[src/design/tts_pkg.sv]
`timescale 1ns / 1ps
// Shared types and constants of the thread table scheduler.
// Used by tts_table, thread_table_scheduler and tts_checker; depends on nothing.
package tts_pkg;

	localparam int THREADS = 128;
	localparam int SLOT_W  = $clog2(THREADS);
	localparam int CNT_W   = $clog2(THREADS + 1);

	// Fixed field widths of the stream beats.
	localparam int CMD_W    = 3;
	localparam int TARGET_W = 7;
	localparam int RUN_W    = 7;
	localparam int NEWID_W  = 7;
	localparam int STATUS_W = 2;
	localparam int IN_W     = 16;
	localparam int OUT_W    = 16;

	typedef enum logic [1:0] {
		ST_INVALID  = 2'd0,
		ST_ACTIVE   = 2'd1,
		ST_BLOCKED  = 2'd2,
		ST_FINISHED = 2'd3
	} slot_st_t;

	typedef enum logic [CMD_W-1:0] {
		CMD_CREATE = 3'd0,
		CMD_YIELD  = 3'd1,
		CMD_EXIT   = 3'd2,
		CMD_JOIN   = 3'd3,
		CMD_TICK   = 3'd4
	} cmd_t;

	typedef enum logic [STATUS_W-1:0] {
		STS_OK      = 2'd0,
		STS_NOFREE  = 2'd1,
		STS_NOOTHER = 2'd2,
		STS_BADJOIN = 2'd3
	} status_t;

	typedef struct packed {
		slot_st_t          st;
		logic              jv;
		logic [SLOT_W-1:0] js;
	} entry_t;

	typedef struct packed {
		logic              en;
		logic [SLOT_W-1:0] addr;
	} rd_req_t;

	typedef struct packed {
		logic              en;
		logic [SLOT_W-1:0] addr;
		entry_t            ent;
	} wr_req_t;

	// Next slot in ring order.
	function automatic logic [SLOT_W-1:0] slot_inc(input logic [SLOT_W-1:0] s);
		logic [SLOT_W-1:0] r;
		if (s == SLOT_W'(THREADS - 1)) begin
			r = '0;
		end else begin
			r = s + 1'b1;
		end
		return r;
	endfunction

	// Contents of an entry that has not been written since reset.
	function automatic entry_t reset_entry(input logic [SLOT_W-1:0] a);
		entry_t e;
		e.st = (a == '0) ? ST_ACTIVE : ST_INVALID;
		e.jv = 1'b0;
		e.js = '0;
		return e;
	endfunction

endpackage

[src/design/thread_table_scheduler.sv]
`timescale 1ns / 1ps
// Top level of the thread table scheduler: command sequencer around the slot table.
// Depends on tts_pkg and tts_table.
//
//  Channel  | Handshake               | Payload
//  ---------+-------------------------+---------------------------------------
//  command  | s_tvalid / s_tready     | s_tdata: cmd, target
//  result   | m_tvalid / m_tready     | m_tdata: running, new_id, status
//  config   | psel/penable/pwrite     | paddr, pwdata, prdata (preempt_enable)
//
// One command is worked at a time, with one table read and at most one write per cycle.
// Create, yield, a preempting tick and exit without a joiner scan the table for a slot;
// exit with a joiner wakes the joiner instead; join is rejected at once, answered after a
// read of an invalid or finished target, or blocks the caller; other commands answer at once.
// A new command beat is taken only once the previous result beat has been taken.
// After reset the table reads as slot 0 active, all others invalid, with no clearing pass.
module thread_table_scheduler (
	input  logic                         clk,
	input  logic                         arst_n,
	input  logic                         s_tvalid,
	output logic                         s_tready,
	input  logic [tts_pkg::IN_W-1:0]     s_tdata,  // [2:0] cmd, [9:3] target
	output logic                         m_tvalid,
	input  logic                         m_tready,
	output logic [tts_pkg::OUT_W-1:0]    m_tdata,  // [6:0] running, [13:7] new_id, [15:14] status
	input  logic                         psel,
	input  logic                         penable,
	input  logic                         pwrite,
	input  logic [2:0]                   paddr,
	input  logic [31:0]                  pwdata,
	output logic [31:0]                  prdata,
	output logic                         pready
);

	typedef enum logic [3:0] {
		IDLE, SCAN, EXIT_RD, EXIT_CHK, WAKE_RD, WAKE_WR, JOIN_RD, JOIN_CHK, BLK_RD, BLK_WR
	} fsm_t;

	fsm_t                             state_q;
	logic [tts_pkg::TARGET_W-1:0]     target_q;
	logic [tts_pkg::SLOT_W-1:0]       cur_q;
	logic [tts_pkg::SLOT_W-1:0]       sec_q;
	logic [tts_pkg::SLOT_W-1:0]       scan_addr_q;
	logic [tts_pkg::SLOT_W-1:0]       chk_addr_q;
	logic [tts_pkg::CNT_W-1:0]        cnt_q;
	logic                             pend_q;
	logic                             create_q;
	logic                             preempt_q;
	logic                             m_tvalid_q;
	logic [tts_pkg::RUN_W-1:0]        running_q;
	logic [tts_pkg::NEWID_W-1:0]      new_id_q;
	tts_pkg::status_t                 status_q;

	tts_pkg::rd_req_t                 rd;
	tts_pkg::wr_req_t                 wr;
	tts_pkg::entry_t                  ent;

	logic                             in_acc;
	tts_pkg::cmd_t                    in_cmd;
	logic [tts_pkg::TARGET_W-1:0]     in_target;
	logic [tts_pkg::SLOT_W-1:0]       tgt_slot;
	logic                             scan_hit;
	logic                             cfg_wr;

	assign in_cmd    = tts_pkg::cmd_t'(s_tdata[tts_pkg::CMD_W-1:0]);
	assign in_target = s_tdata[tts_pkg::CMD_W +: tts_pkg::TARGET_W];
	assign s_tready  = (state_q == IDLE) && !m_tvalid_q;
	assign in_acc    = s_tvalid && s_tready;
	assign tgt_slot  = tts_pkg::SLOT_W'(target_q);
	assign scan_hit  = pend_q &&
		(ent.st == (create_q ? tts_pkg::ST_INVALID : tts_pkg::ST_ACTIVE));

	assign m_tvalid = m_tvalid_q;
	assign m_tdata  = {status_q, new_id_q, running_q};

	assign pready = 1'b1;
	assign cfg_wr = psel && penable && pwrite;
	assign prdata = {31'd0, preempt_q && (paddr[2] == 1'b0)};

	tts_table u_table (
		.clk    (clk),
		.arst_n (arst_n),
		.rd     (rd),
		.wr     (wr),
		.rd_ent (ent)
	);

	// Table port requests follow the sequencer state.
	always_comb begin
		rd = '0;
		wr = '0;
		unique case (state_q)
			SCAN: begin
				rd.en   = (cnt_q != '0);
				rd.addr = scan_addr_q;
				if (scan_hit && create_q) begin
					wr.en     = 1'b1;
					wr.addr   = chk_addr_q;
					wr.ent.st = tts_pkg::ST_ACTIVE;
				end
			end
			EXIT_RD, BLK_RD: begin
				rd.en   = 1'b1;
				rd.addr = cur_q;
			end
			EXIT_CHK: begin
				wr.en   = 1'b1;
				wr.addr = cur_q;
				if (ent.jv) begin
					wr.ent.st = tts_pkg::ST_INVALID;
				end else begin
					wr.ent    = ent;
					wr.ent.st = tts_pkg::ST_FINISHED;
				end
			end
			WAKE_RD: begin
				rd.en   = 1'b1;
				rd.addr = sec_q;
			end
			WAKE_WR: begin
				wr.en     = 1'b1;
				wr.addr   = sec_q;
				wr.ent    = ent;
				wr.ent.st = tts_pkg::ST_ACTIVE;
			end
			JOIN_RD: begin
				rd.en   = 1'b1;
				rd.addr = tgt_slot;
			end
			JOIN_CHK: begin
				wr.addr = tgt_slot;
				if (ent.st == tts_pkg::ST_FINISHED) begin
					wr.en     = 1'b1;
					wr.ent.st = tts_pkg::ST_INVALID;
				end else if (ent.st != tts_pkg::ST_INVALID) begin
					wr.en     = 1'b1;
					wr.ent.st = tts_pkg::ST_ACTIVE;
					wr.ent.jv = 1'b1;
					wr.ent.js = cur_q;
				end
			end
			BLK_WR: begin
				wr.en     = 1'b1;
				wr.addr   = cur_q;
				wr.ent    = ent;
				wr.ent.st = tts_pkg::ST_BLOCKED;
			end
			default: begin
			end
		endcase
	end

	always_ff @(posedge clk or negedge arst_n) begin
		if (!arst_n) begin
			state_q     <= IDLE;
			target_q    <= '0;
			cur_q       <= '0;
			sec_q       <= '0;
			scan_addr_q <= '0;
			chk_addr_q  <= '0;
			cnt_q       <= '0;
			pend_q      <= 1'b0;
			create_q    <= 1'b0;
			preempt_q   <= 1'b0;
			m_tvalid_q  <= 1'b0;
			running_q   <= '0;
			new_id_q    <= '0;
			status_q    <= tts_pkg::STS_OK;
		end else begin
			if (cfg_wr && (paddr[2] == 1'b0)) begin
				preempt_q <= pwdata[0];
			end
			if (m_tvalid_q && m_tready) begin
				m_tvalid_q <= 1'b0;
			end

			unique case (state_q)
				IDLE: begin
					if (in_acc) begin
						target_q <= in_target;
						new_id_q <= '0;
						pend_q   <= 1'b0;
						unique case (in_cmd)
							tts_pkg::CMD_CREATE: begin
								create_q    <= 1'b1;
								scan_addr_q <= '0;
								cnt_q       <= tts_pkg::CNT_W'(tts_pkg::THREADS);
								state_q     <= SCAN;
							end
							tts_pkg::CMD_YIELD: begin
								create_q    <= 1'b0;
								scan_addr_q <= tts_pkg::slot_inc(cur_q);
								cnt_q       <= tts_pkg::CNT_W'(tts_pkg::THREADS - 1);
								state_q     <= SCAN;
							end
							tts_pkg::CMD_TICK: begin
								if (preempt_q) begin
									create_q    <= 1'b0;
									scan_addr_q <= tts_pkg::slot_inc(cur_q);
									cnt_q       <= tts_pkg::CNT_W'(tts_pkg::THREADS - 1);
									state_q     <= SCAN;
								end else begin
									m_tvalid_q <= 1'b1;
									running_q  <= tts_pkg::RUN_W'(cur_q);
									status_q   <= tts_pkg::STS_OK;
								end
							end
							tts_pkg::CMD_EXIT: begin
								state_q <= EXIT_RD;
							end
							tts_pkg::CMD_JOIN: begin
								// Out-of-range targets and a join on oneself are rejected
								// without touching the table.
								if (({1'b0, in_target} >= (tts_pkg::TARGET_W + 1)'(tts_pkg::THREADS))
										|| (tts_pkg::SLOT_W'(in_target) == cur_q)) begin
									m_tvalid_q <= 1'b1;
									running_q  <= tts_pkg::RUN_W'(cur_q);
									status_q   <= tts_pkg::STS_BADJOIN;
								end else begin
									state_q <= JOIN_RD;
								end
							end
							default: begin
								m_tvalid_q <= 1'b1;
								running_q  <= tts_pkg::RUN_W'(cur_q);
								status_q   <= tts_pkg::STS_OK;
							end
						endcase
					end
				end
				SCAN: begin
					// Reads are issued back to back; each entry is checked in the cycle after its read.
					if (cnt_q != '0) begin
						scan_addr_q <= tts_pkg::slot_inc(scan_addr_q);
						chk_addr_q  <= scan_addr_q;
						cnt_q       <= cnt_q - 1'b1;
					end
					pend_q <= (cnt_q != '0);
					if (scan_hit) begin
						m_tvalid_q <= 1'b1;
						status_q   <= tts_pkg::STS_OK;
						state_q    <= IDLE;
						if (create_q) begin
							new_id_q  <= tts_pkg::NEWID_W'(chk_addr_q);
							running_q <= tts_pkg::RUN_W'(cur_q);
						end else begin
							cur_q     <= chk_addr_q;
							running_q <= tts_pkg::RUN_W'(chk_addr_q);
						end
					end else if (!pend_q && (cnt_q == '0)) begin
						m_tvalid_q <= 1'b1;
						running_q  <= tts_pkg::RUN_W'(cur_q);
						status_q   <= create_q ? tts_pkg::STS_NOFREE : tts_pkg::STS_NOOTHER;
						state_q    <= IDLE;
					end
				end
				EXIT_RD: begin
					state_q <= EXIT_CHK;
				end
				EXIT_CHK: begin
					if (ent.jv) begin
						sec_q   <= ent.js;
						state_q <= WAKE_RD;
					end else begin
						create_q    <= 1'b0;
						pend_q      <= 1'b0;
						scan_addr_q <= tts_pkg::slot_inc(cur_q);
						cnt_q       <= tts_pkg::CNT_W'(tts_pkg::THREADS - 1);
						state_q     <= SCAN;
					end
				end
				WAKE_RD: begin
					state_q <= WAKE_WR;
				end
				WAKE_WR: begin
					cur_q      <= sec_q;
					m_tvalid_q <= 1'b1;
					running_q  <= tts_pkg::RUN_W'(sec_q);
					status_q   <= tts_pkg::STS_OK;
					state_q    <= IDLE;
				end
				JOIN_RD: begin
					state_q <= JOIN_CHK;
				end
				JOIN_CHK: begin
					if ((ent.st == tts_pkg::ST_INVALID) || (ent.st == tts_pkg::ST_FINISHED)) begin
						m_tvalid_q <= 1'b1;
						running_q  <= tts_pkg::RUN_W'(cur_q);
						status_q   <= (ent.st == tts_pkg::ST_INVALID) ?
							tts_pkg::STS_BADJOIN : tts_pkg::STS_OK;
						state_q    <= IDLE;
					end else begin
						state_q <= BLK_RD;
					end
				end
				BLK_RD: begin
					state_q <= BLK_WR;
				end
				BLK_WR: begin
					cur_q      <= tgt_slot;
					m_tvalid_q <= 1'b1;
					running_q  <= tts_pkg::RUN_W'(tgt_slot);
					status_q   <= tts_pkg::STS_OK;
					state_q    <= IDLE;
				end
				default: begin
					state_q <= IDLE;
				end
			endcase
		end
	end

endmodule

[src/design/tts_table.sv]
`timescale 1ns / 1ps
// Slot table: one synchronous memory of slot entries with a registered read.
// Per-entry valid bits make unwritten entries read as their reset contents.
// Depends on tts_pkg.
module tts_table (
	input  logic             clk,
	input  logic             arst_n,
	input  tts_pkg::rd_req_t rd,
	input  tts_pkg::wr_req_t wr,
	output tts_pkg::entry_t  rd_ent
);

	tts_pkg::entry_t               mem [tts_pkg::THREADS];
	logic [tts_pkg::THREADS-1:0]   vld_q;
	tts_pkg::entry_t               rd_data_s1;
	logic                          rd_vld_s1;
	logic [tts_pkg::SLOT_W-1:0]    rd_addr_s1;

	always_ff @(posedge clk) begin
		if (wr.en) begin
			mem[wr.addr] <= wr.ent;
		end
		if (rd.en) begin
			rd_data_s1 <= mem[rd.addr];
		end
	end

	always_ff @(posedge clk or negedge arst_n) begin
		if (!arst_n) begin
			vld_q      <= '0;
			rd_vld_s1  <= 1'b0;
			rd_addr_s1 <= '0;
		end else begin
			if (wr.en) begin
				vld_q[wr.addr] <= 1'b1;
			end
			if (rd.en) begin
				rd_vld_s1  <= vld_q[rd.addr];
				rd_addr_s1 <= rd.addr;
			end
		end
	end

	assign rd_ent = rd_vld_s1 ? rd_data_s1 : tts_pkg::reset_entry(rd_addr_s1);

endmodule

[config.mk]
export PLATFORM = sky130hd
export DESIGN_NAME = thread_table_scheduler
export DESIGN_NICKNAME = d
export VERILOG_FILES = /design/src/design/tts_pkg.sv /design/src/design/thread_table_scheduler.sv /design/src/design/tts_table.sv
export SDC_FILE = /design/constraint.sdc
export NUM_CORES = 2
export LEC_CHECK = 0
export BUFFER_PORTS_ARGS = -buffer_cell sky130_fd_sc_hd__buf_2
export CAP_MARGIN = 0
export CORE_MARGIN = 2
export CORE_UTILIZATION = 45
export CTS_BUF_LIST = sky130_fd_sc_hd__clkbuf_8 sky130_fd_sc_hd__clkbuf_16
export CTS_CLUSTER_DIAMETER = 50
export CTS_CLUSTER_SIZE = 20
export DETAILED_ROUTE_END_ITERATION = 12
export PLACE_DENSITY = 0.59
export SLEW_MARGIN = 5
export SYNTH_ARGS = -nofsm -noshare
export SYNTH_HDL_FRONTEND = slang
export SYNTH_SLANG_ARGS = --single-unit
[constraint.sdc]
create_clock -name clk -period 12.5 [get_ports clk]
set_input_delay 1.25 -clock clk [delete_from_list [all_inputs] [get_ports clk]]
set_output_delay 1.25 -clock clk [all_outputs]
set_load 0.1 [all_outputs]
# Word level (Yosys, flattened, before mapping)

Memories as Yosys holds them, arrays and structs flattened. A register that Yosys moved wholly into a read port is not among the register bits.
Index checks and enable logic that the tools add are counted.

Multiplexer cells: 84
Add/subtract/negate cells: 3
Reductions and logical operators: 42
Bitwise logic cells: 2
Equal/unequal tests: 32
Magnitude comparators: 3

Operators with widths:

| cell                                               | count |
|---|---|
| OR 128 bit                                         | 1 |
| two-way mux 7 bit                                  | 18 |
| one-hot mux 7 bit (3 select lines)                 | 4 |
| one-hot mux 8 bit (3 select lines)                 | 3 |
| one-hot mux 10 bit (5 select lines)                | 1 |
| two-way mux 8 bit                                  | 5 |
| one-hot mux 7 bit (5 select lines)                 | 1 |
| one-hot mux 4 bit (8 select lines)                 | 1 |
| one-hot mux 8 bit (4 select lines)                 | 1 |
| two-way mux 4 bit                                  | 6 |
| two-way mux 1 bit                                  | 20 |
| two-way mux 10 bit                                 | 2 |
| two-way mux 2 bit                                  | 9 |
| == test 4 x 3 -> 1 bit, second input constant      | 4 |
| < comparator 7 x 8 -> 1 bit, second input constant | 2 |
| one-hot mux 4 bit (4 select lines)                 | 1 |
| inequality test 3 bit, second input constant       | 5 |
| adder 7 x 1 -> 7 bit, second input constant        | 2 |
| == test 7 bit, second input constant               | 2 |
| inequality test 2 bit, second input constant       | 7 |
| one-hot mux 7 bit (2 select lines)                 | 1 |
| AND reduction 7 bit                                | 2 |
| logical AND 1 bit                                  | 11 |
| AND reduction 5 bit                                | 2 |
| 41 further kinds                                   | 55 |

Bits in writable memories: 1280
Logic and storage cells: 184
Memories kept: 1
Register bits: 203
Output and inout bits: 51

Memories:

| name        | words | width | read ports | clocked after memory_dff | write ports | line            | source |
|---|---|---|---|---|---|---|---|
| u_table.mem | 128   | 10    | 1          | 1                        | 1           | tts_table.sv:13 | `tts_pkg::entry_t mem [tts_pkg::THREADS];` |

# Depth between registers and ports, before layout

Depth after elaboration: 13
Gate-level depth with buffers: 15
Depth with buffers taken out: 9

# Cells and area by module

A second synthesis with hierarchy kept.

Cell total of the unflattened synthesis: 2911
Area, all modules: 59821.1 um^2

By module, submodules not included:

| module                 | times used | cells an instance | area each (um^2) |
|---|---|---|---|
| tts_table              | 1          | 2388              | 54985.2 |
| thread_table_scheduler | 1          | 523               | 4835.9 |

# Worst setup path before layout

OpenSTA, ideal clock, no wires.

Path type: reg2reg
Start point: reg state_q[2]
End point: mem u_table.mem[0][7] in the netlist's numbering (data pin)
Path buffers: 3
Cell stages (with the launch flop): 8
Setup time: 1.199 ns
Setup slack: 4.888 ns
Clock period less this slack: 7.612 ns
Arrival: 6.413 ns
Data required time: 11.301 ns
Path through: dfrtp_1 buf_6 buf_2 buf_4 inv_1 nor2_1 o21ai_1 o21ai_0

RTL lines:

| item                   | line                          | source |
|---|---|---|
| start, declared        | thread_table_scheduler.sv:39  | `fsm_t state_q;` |
| start signal, assigned | thread_table_scheduler.sv:155 | `state_q <= IDLE;` |
| start signal, assigned | thread_table_scheduler.sv:188 | `state_q <= SCAN;` |
| start signal, assigned | thread_table_scheduler.sv:194 | `state_q <= SCAN;` |
| end, declared          | tts_table.sv:13               |  |

# Final worst setup path

Start point: reg state_q[2]
End point: reg u_table.rd_vld_s1

Cells in the longest elaborated chain, start to end: 5
Elaborated cells on any way between the ends: 9
Classes of those cells: 5 x eq/ne; 3 x mux; 1 x reduce/logical

RTL lines:

| item                                                    | line                         | source |
|---|---|---|
| == test 4 bit or == test 4 x 2 -> 1 bit (tied branches) | thread_table_scheduler.sv:92 | `unique case (state_q)` |
| OR reduction 2 bit                                      | thread_table_scheduler.sv:92 |  |
| one-hot mux 8 bit (4 select lines) *                    | thread_table_scheduler.sv:92 |  |
| binary-select mux 1 bit (select 7 bit)                  | tts_table.sv:38              | `rd_vld_s1 <= vld_q[rd.addr];` |
| two-way mux 1 bit (implied by the code)                 | tts_table.sv:38              |  |
| end signal, assigned                                    | tts_table.sv:38              |  |
| end, declared                                           | tts_table.sv:16              | `logic rd_vld_s1;` |

Every way passes the cells marked *; elsewhere a longest branch is shown, timed or not. The select of a mux whose other input is x is not followed.
A chain may end at the register's enable or synchronous reset.

==> results.json <==
{
  "yosys_register_bits": 1493,
  "rsz0062_at_grt": "false",
  "synth_area_leaders": "edfxtp_1 (63%), nand3_1 (9.4%), nand2_1 (8.8%), dfrtp_1 (8.3%), or2_2 (1.3%)",
  "dr.pass1.iters": 8,
  "cp.arrival_ps": 6530,
  "path_class": "register to register",
  "power_frac_comb_pct": 30.9,
  "ys_warn_count": 0,
  "start_util_pct": 45.3,
  "avgSynthCellArea_um2": 11.9,
  "final_common_cell": "nand2_1",
  "netSwitchingFraction_pct": 37.7,
  "fin_tns_setup_ps": 0,
  "grt_first_pass_wirelength_mm": 249,
  "die_h_um": 373,
  "fin_skew_ps": 35.3,
  "reg2reg_depth": 10,
  "p_per_area_nw_per_um2": 223,
  "wl_per_cell_um": 23.9,
  "crit_path_max_fanout": 68,
  "intPower_mw": 9.47,
  "num_vias": 40100,
  "cts.sinks": 1493,
  "maxCapViolations": 0,
  "cp-start-kind": "register",
  "fmax_mhz": 172,
  "synth_top_flop_cell": "edfxtp_1",
  "die_area_um2": 139000,
  "final_cell_mix": "nand2_1 (1,432), edfxtp_1 (1,290), nand3_1 (1,151)",
  "synth_top_area_cell": "edfxtp_1",
  "cts_buffers": 142,
  "final_cell_area_um2": 68100,
  "cts_resized": 0,
  "cts_tree": "done",
  "min_to": "u_table.vld_q[16]",
  "finalSetupViolCount": 0,
  "htreeDepth": 4,
  "die_w_um": 373,
  "yosys.area.top_type_share_pct": 63.1,
  "drive_gt1_share_pct": 10.5,
  "p_sw_mw": 5.72,
  "syn2layout_area_growth_pct": 10.9,
  "hold_violations": 0,
  "clk_pin_slew_ps": 70,
  "drv_slew": 0,
  "ir_drop_v": 0.000195,
  "antenna_found_initial": 2,
  "total_power_mw": 15.2,
  "hp-class": "register to register",
  "pwr-share-seq_pct": 38.8,
  "critPathCaptureType": "register",
  "grt_max_degree": 153,
  "clkLatencyLatePin_ps": 790,
  "syn_inst": 5179,
  "placed_area_um2": 63000,
  "maxSlewHeadroom_pct": 15.9,
  "globalRouteTotalUtil_pct": 23.9,
  "post-cts-setup-buffer-count": 0,
  "grt_overflow": 0,
  "io_pins": 109,
  "period_share_pct": 46.4,
  "leakagePower_nw": 25.3,
  "root_buffer": "clkbuf_16",
  "layout.nets": 5174,
  "ys_seq_area_share_pct": 71.3,
  "outcome": "complete, no violations",
  "first_global_vias": 37400,
  "synth_cell_types": 68,
  "cp.required_ps": 13230,
  "p_clk_share_pct": 30.3,
  "synth_edf_count": 1290,
  "fp.coreArea_um2": 135000,
  "drt_iter0_drc": 4606,
  "drc": 0,
  "ant_nets": 0,
  "ctsHoldBuffers": 0,
  "vias_per_cell": 5.72,
  "synth.cell_area_um2": 61400,
  "min_period_ps": 5800,
  "worstHoldPathCells": 1,
  "ys_async_sr_fraction_pct": 13.6,
  "worstReg2RegStart": "state_q[2]",
  "io_buffers": 37,
  "r2r_slack_ps": 6700,
  "dpl.hpwl_mm": 94.0,
  "worst_slew_pin_slew_ps": 1260,
  "rr_endpoint": "u_table.rd_vld_s1",
  "cts.path.max_buffers": 3,
  "wl_mm": 168,
  "hold_path.startpoint": "u_table.vld_q[16]",
  "rows": 135,
  "gp_congestion": 0.853
}
-- registers in the layout (all words and copies together), names as in the netlist, 4 cells and up --
name and count:
u_table.vld_q 128, sec_q 7, u_table.mem 1280, cur_q 7, chk_addr_q 7, scan_addr_q 7
u_table.rd_addr_s1 7, cnt_q 8, new_id_q 7, state_q 4, target_q 7, u_table.rd_data_s1 10
running_q 7
-- cell usage after synthesis, types with 34 or more instances --
| cell | instances |
|---|---|
| a21oi_1 | 49 |
| buf_2 | 148 |
| buf_4 | 38 |
| clkbuf_1 | 142 |
| dfrtp_1 | 203 |
| edfxtp_1 | 1290 |
| nand2_1 | 1435 |
| nand3_1 | 1151 |
| nand4_1 | 47 |
| nor2_1 | 199 |
| o21ai_0 | 34 |
| or2_2 | 129 |
-- worst max-delay path, stage by stage (launching register included) --
cell and delay [ps]:
dfrtp_1 910, and2b_1 430, a32oi_1 430, and2_4 680, buf_4 800, buf_4 720, mux4_2 730, and2_1 220
o311ai_1 350, a41o_1 230, a41o_1 170
-- layer usage --
layer | vias up | routed length (µm) | part of all wire, % | track usage [%]
met2 | 1515 | 77700 | 46 | 36.8
met5 | - | 0 | 0 | 0
met1 | 20000 | 73300 | 44 | 34.9
met4 | 0 | 4340 | 2.6 | 6.97
met3 | 231 | 12300 | 7.3 | 3.96
li1 | 18300 | - | - | -
-- cell families after synthesis --
group	share of synthesized area (%)
AOI/OAI and AO/OA	2.09
xor gates and xnor gates	0.214
adders and majority gates	0.122
buffers and inverters	2.78
DFF	71.3
muxes	1.21
other	0.0122
and+or+nand+nor	22.2
-- how the worst max path moves through the flow --
stage	from	end	slack [ps]	cells past startpoint
2_1_floorplan	state_q[2]	u_table.mem[0][7]	4890	7
3_3_place_gp	state_q[2]	u_table.rd_vld_s1	6770	10
5_1_grt	state_q[2]	u_table.rd_data_s1[2]	6340	11
3_5_place_dp	state_q[2]	u_table.rd_vld_s1	6690	10
4_1_cts	state_q[2]	u_table.rd_vld_s1	6740	10
6_report	state_q[2]	u_table.rd_vld_s1	6700	10
-- cell type report --
type / count / area (µm²)
Sequential cell: 1493 / 43800
Clock buffer: 156 / 3850
Multi-Input combinational cell: 3354 / 16100
Timing Repair Buffer: 108 / 828
Clock inverter: 106 / 1200
Antenna cell: 2 / 5.00
Inverter: 11 / 41.3
Tap cell: 1781 / 2230
Fill cell: 11600 / 67400
-- stage by stage --
step / instances / setup slack, ps / hold WS [ps] / utilization [%]
floorplan: 5209 / 4890 / 430 / -
global placement: 6746 / 6770 / 445 / 46.5
detailed placement: 6746 / 6690 / 448 / 46.5
CTS: 7008 / 6740 / 442 / 50.3
global route: 7009 / 6340 / 475 / 50.3
finish: 7011 / 6700 / 460 / 50.3
-- power groups by stage --
stage / logic [mW] / clock network [mW] / registers, mW
finish: 4.69 / 4.60 / 5.90
floorplan: 3.07 / 0 / 6.07
detailed placement: 4.68 / 0 / 6.00
global placement: 4.63 / 0 / 5.99
CTS: 4.69 / 4.67 / 5.89
global route: 5.10 / 4.85 / 5.92
No activity file was read; power rests on OpenSTA's default activity.
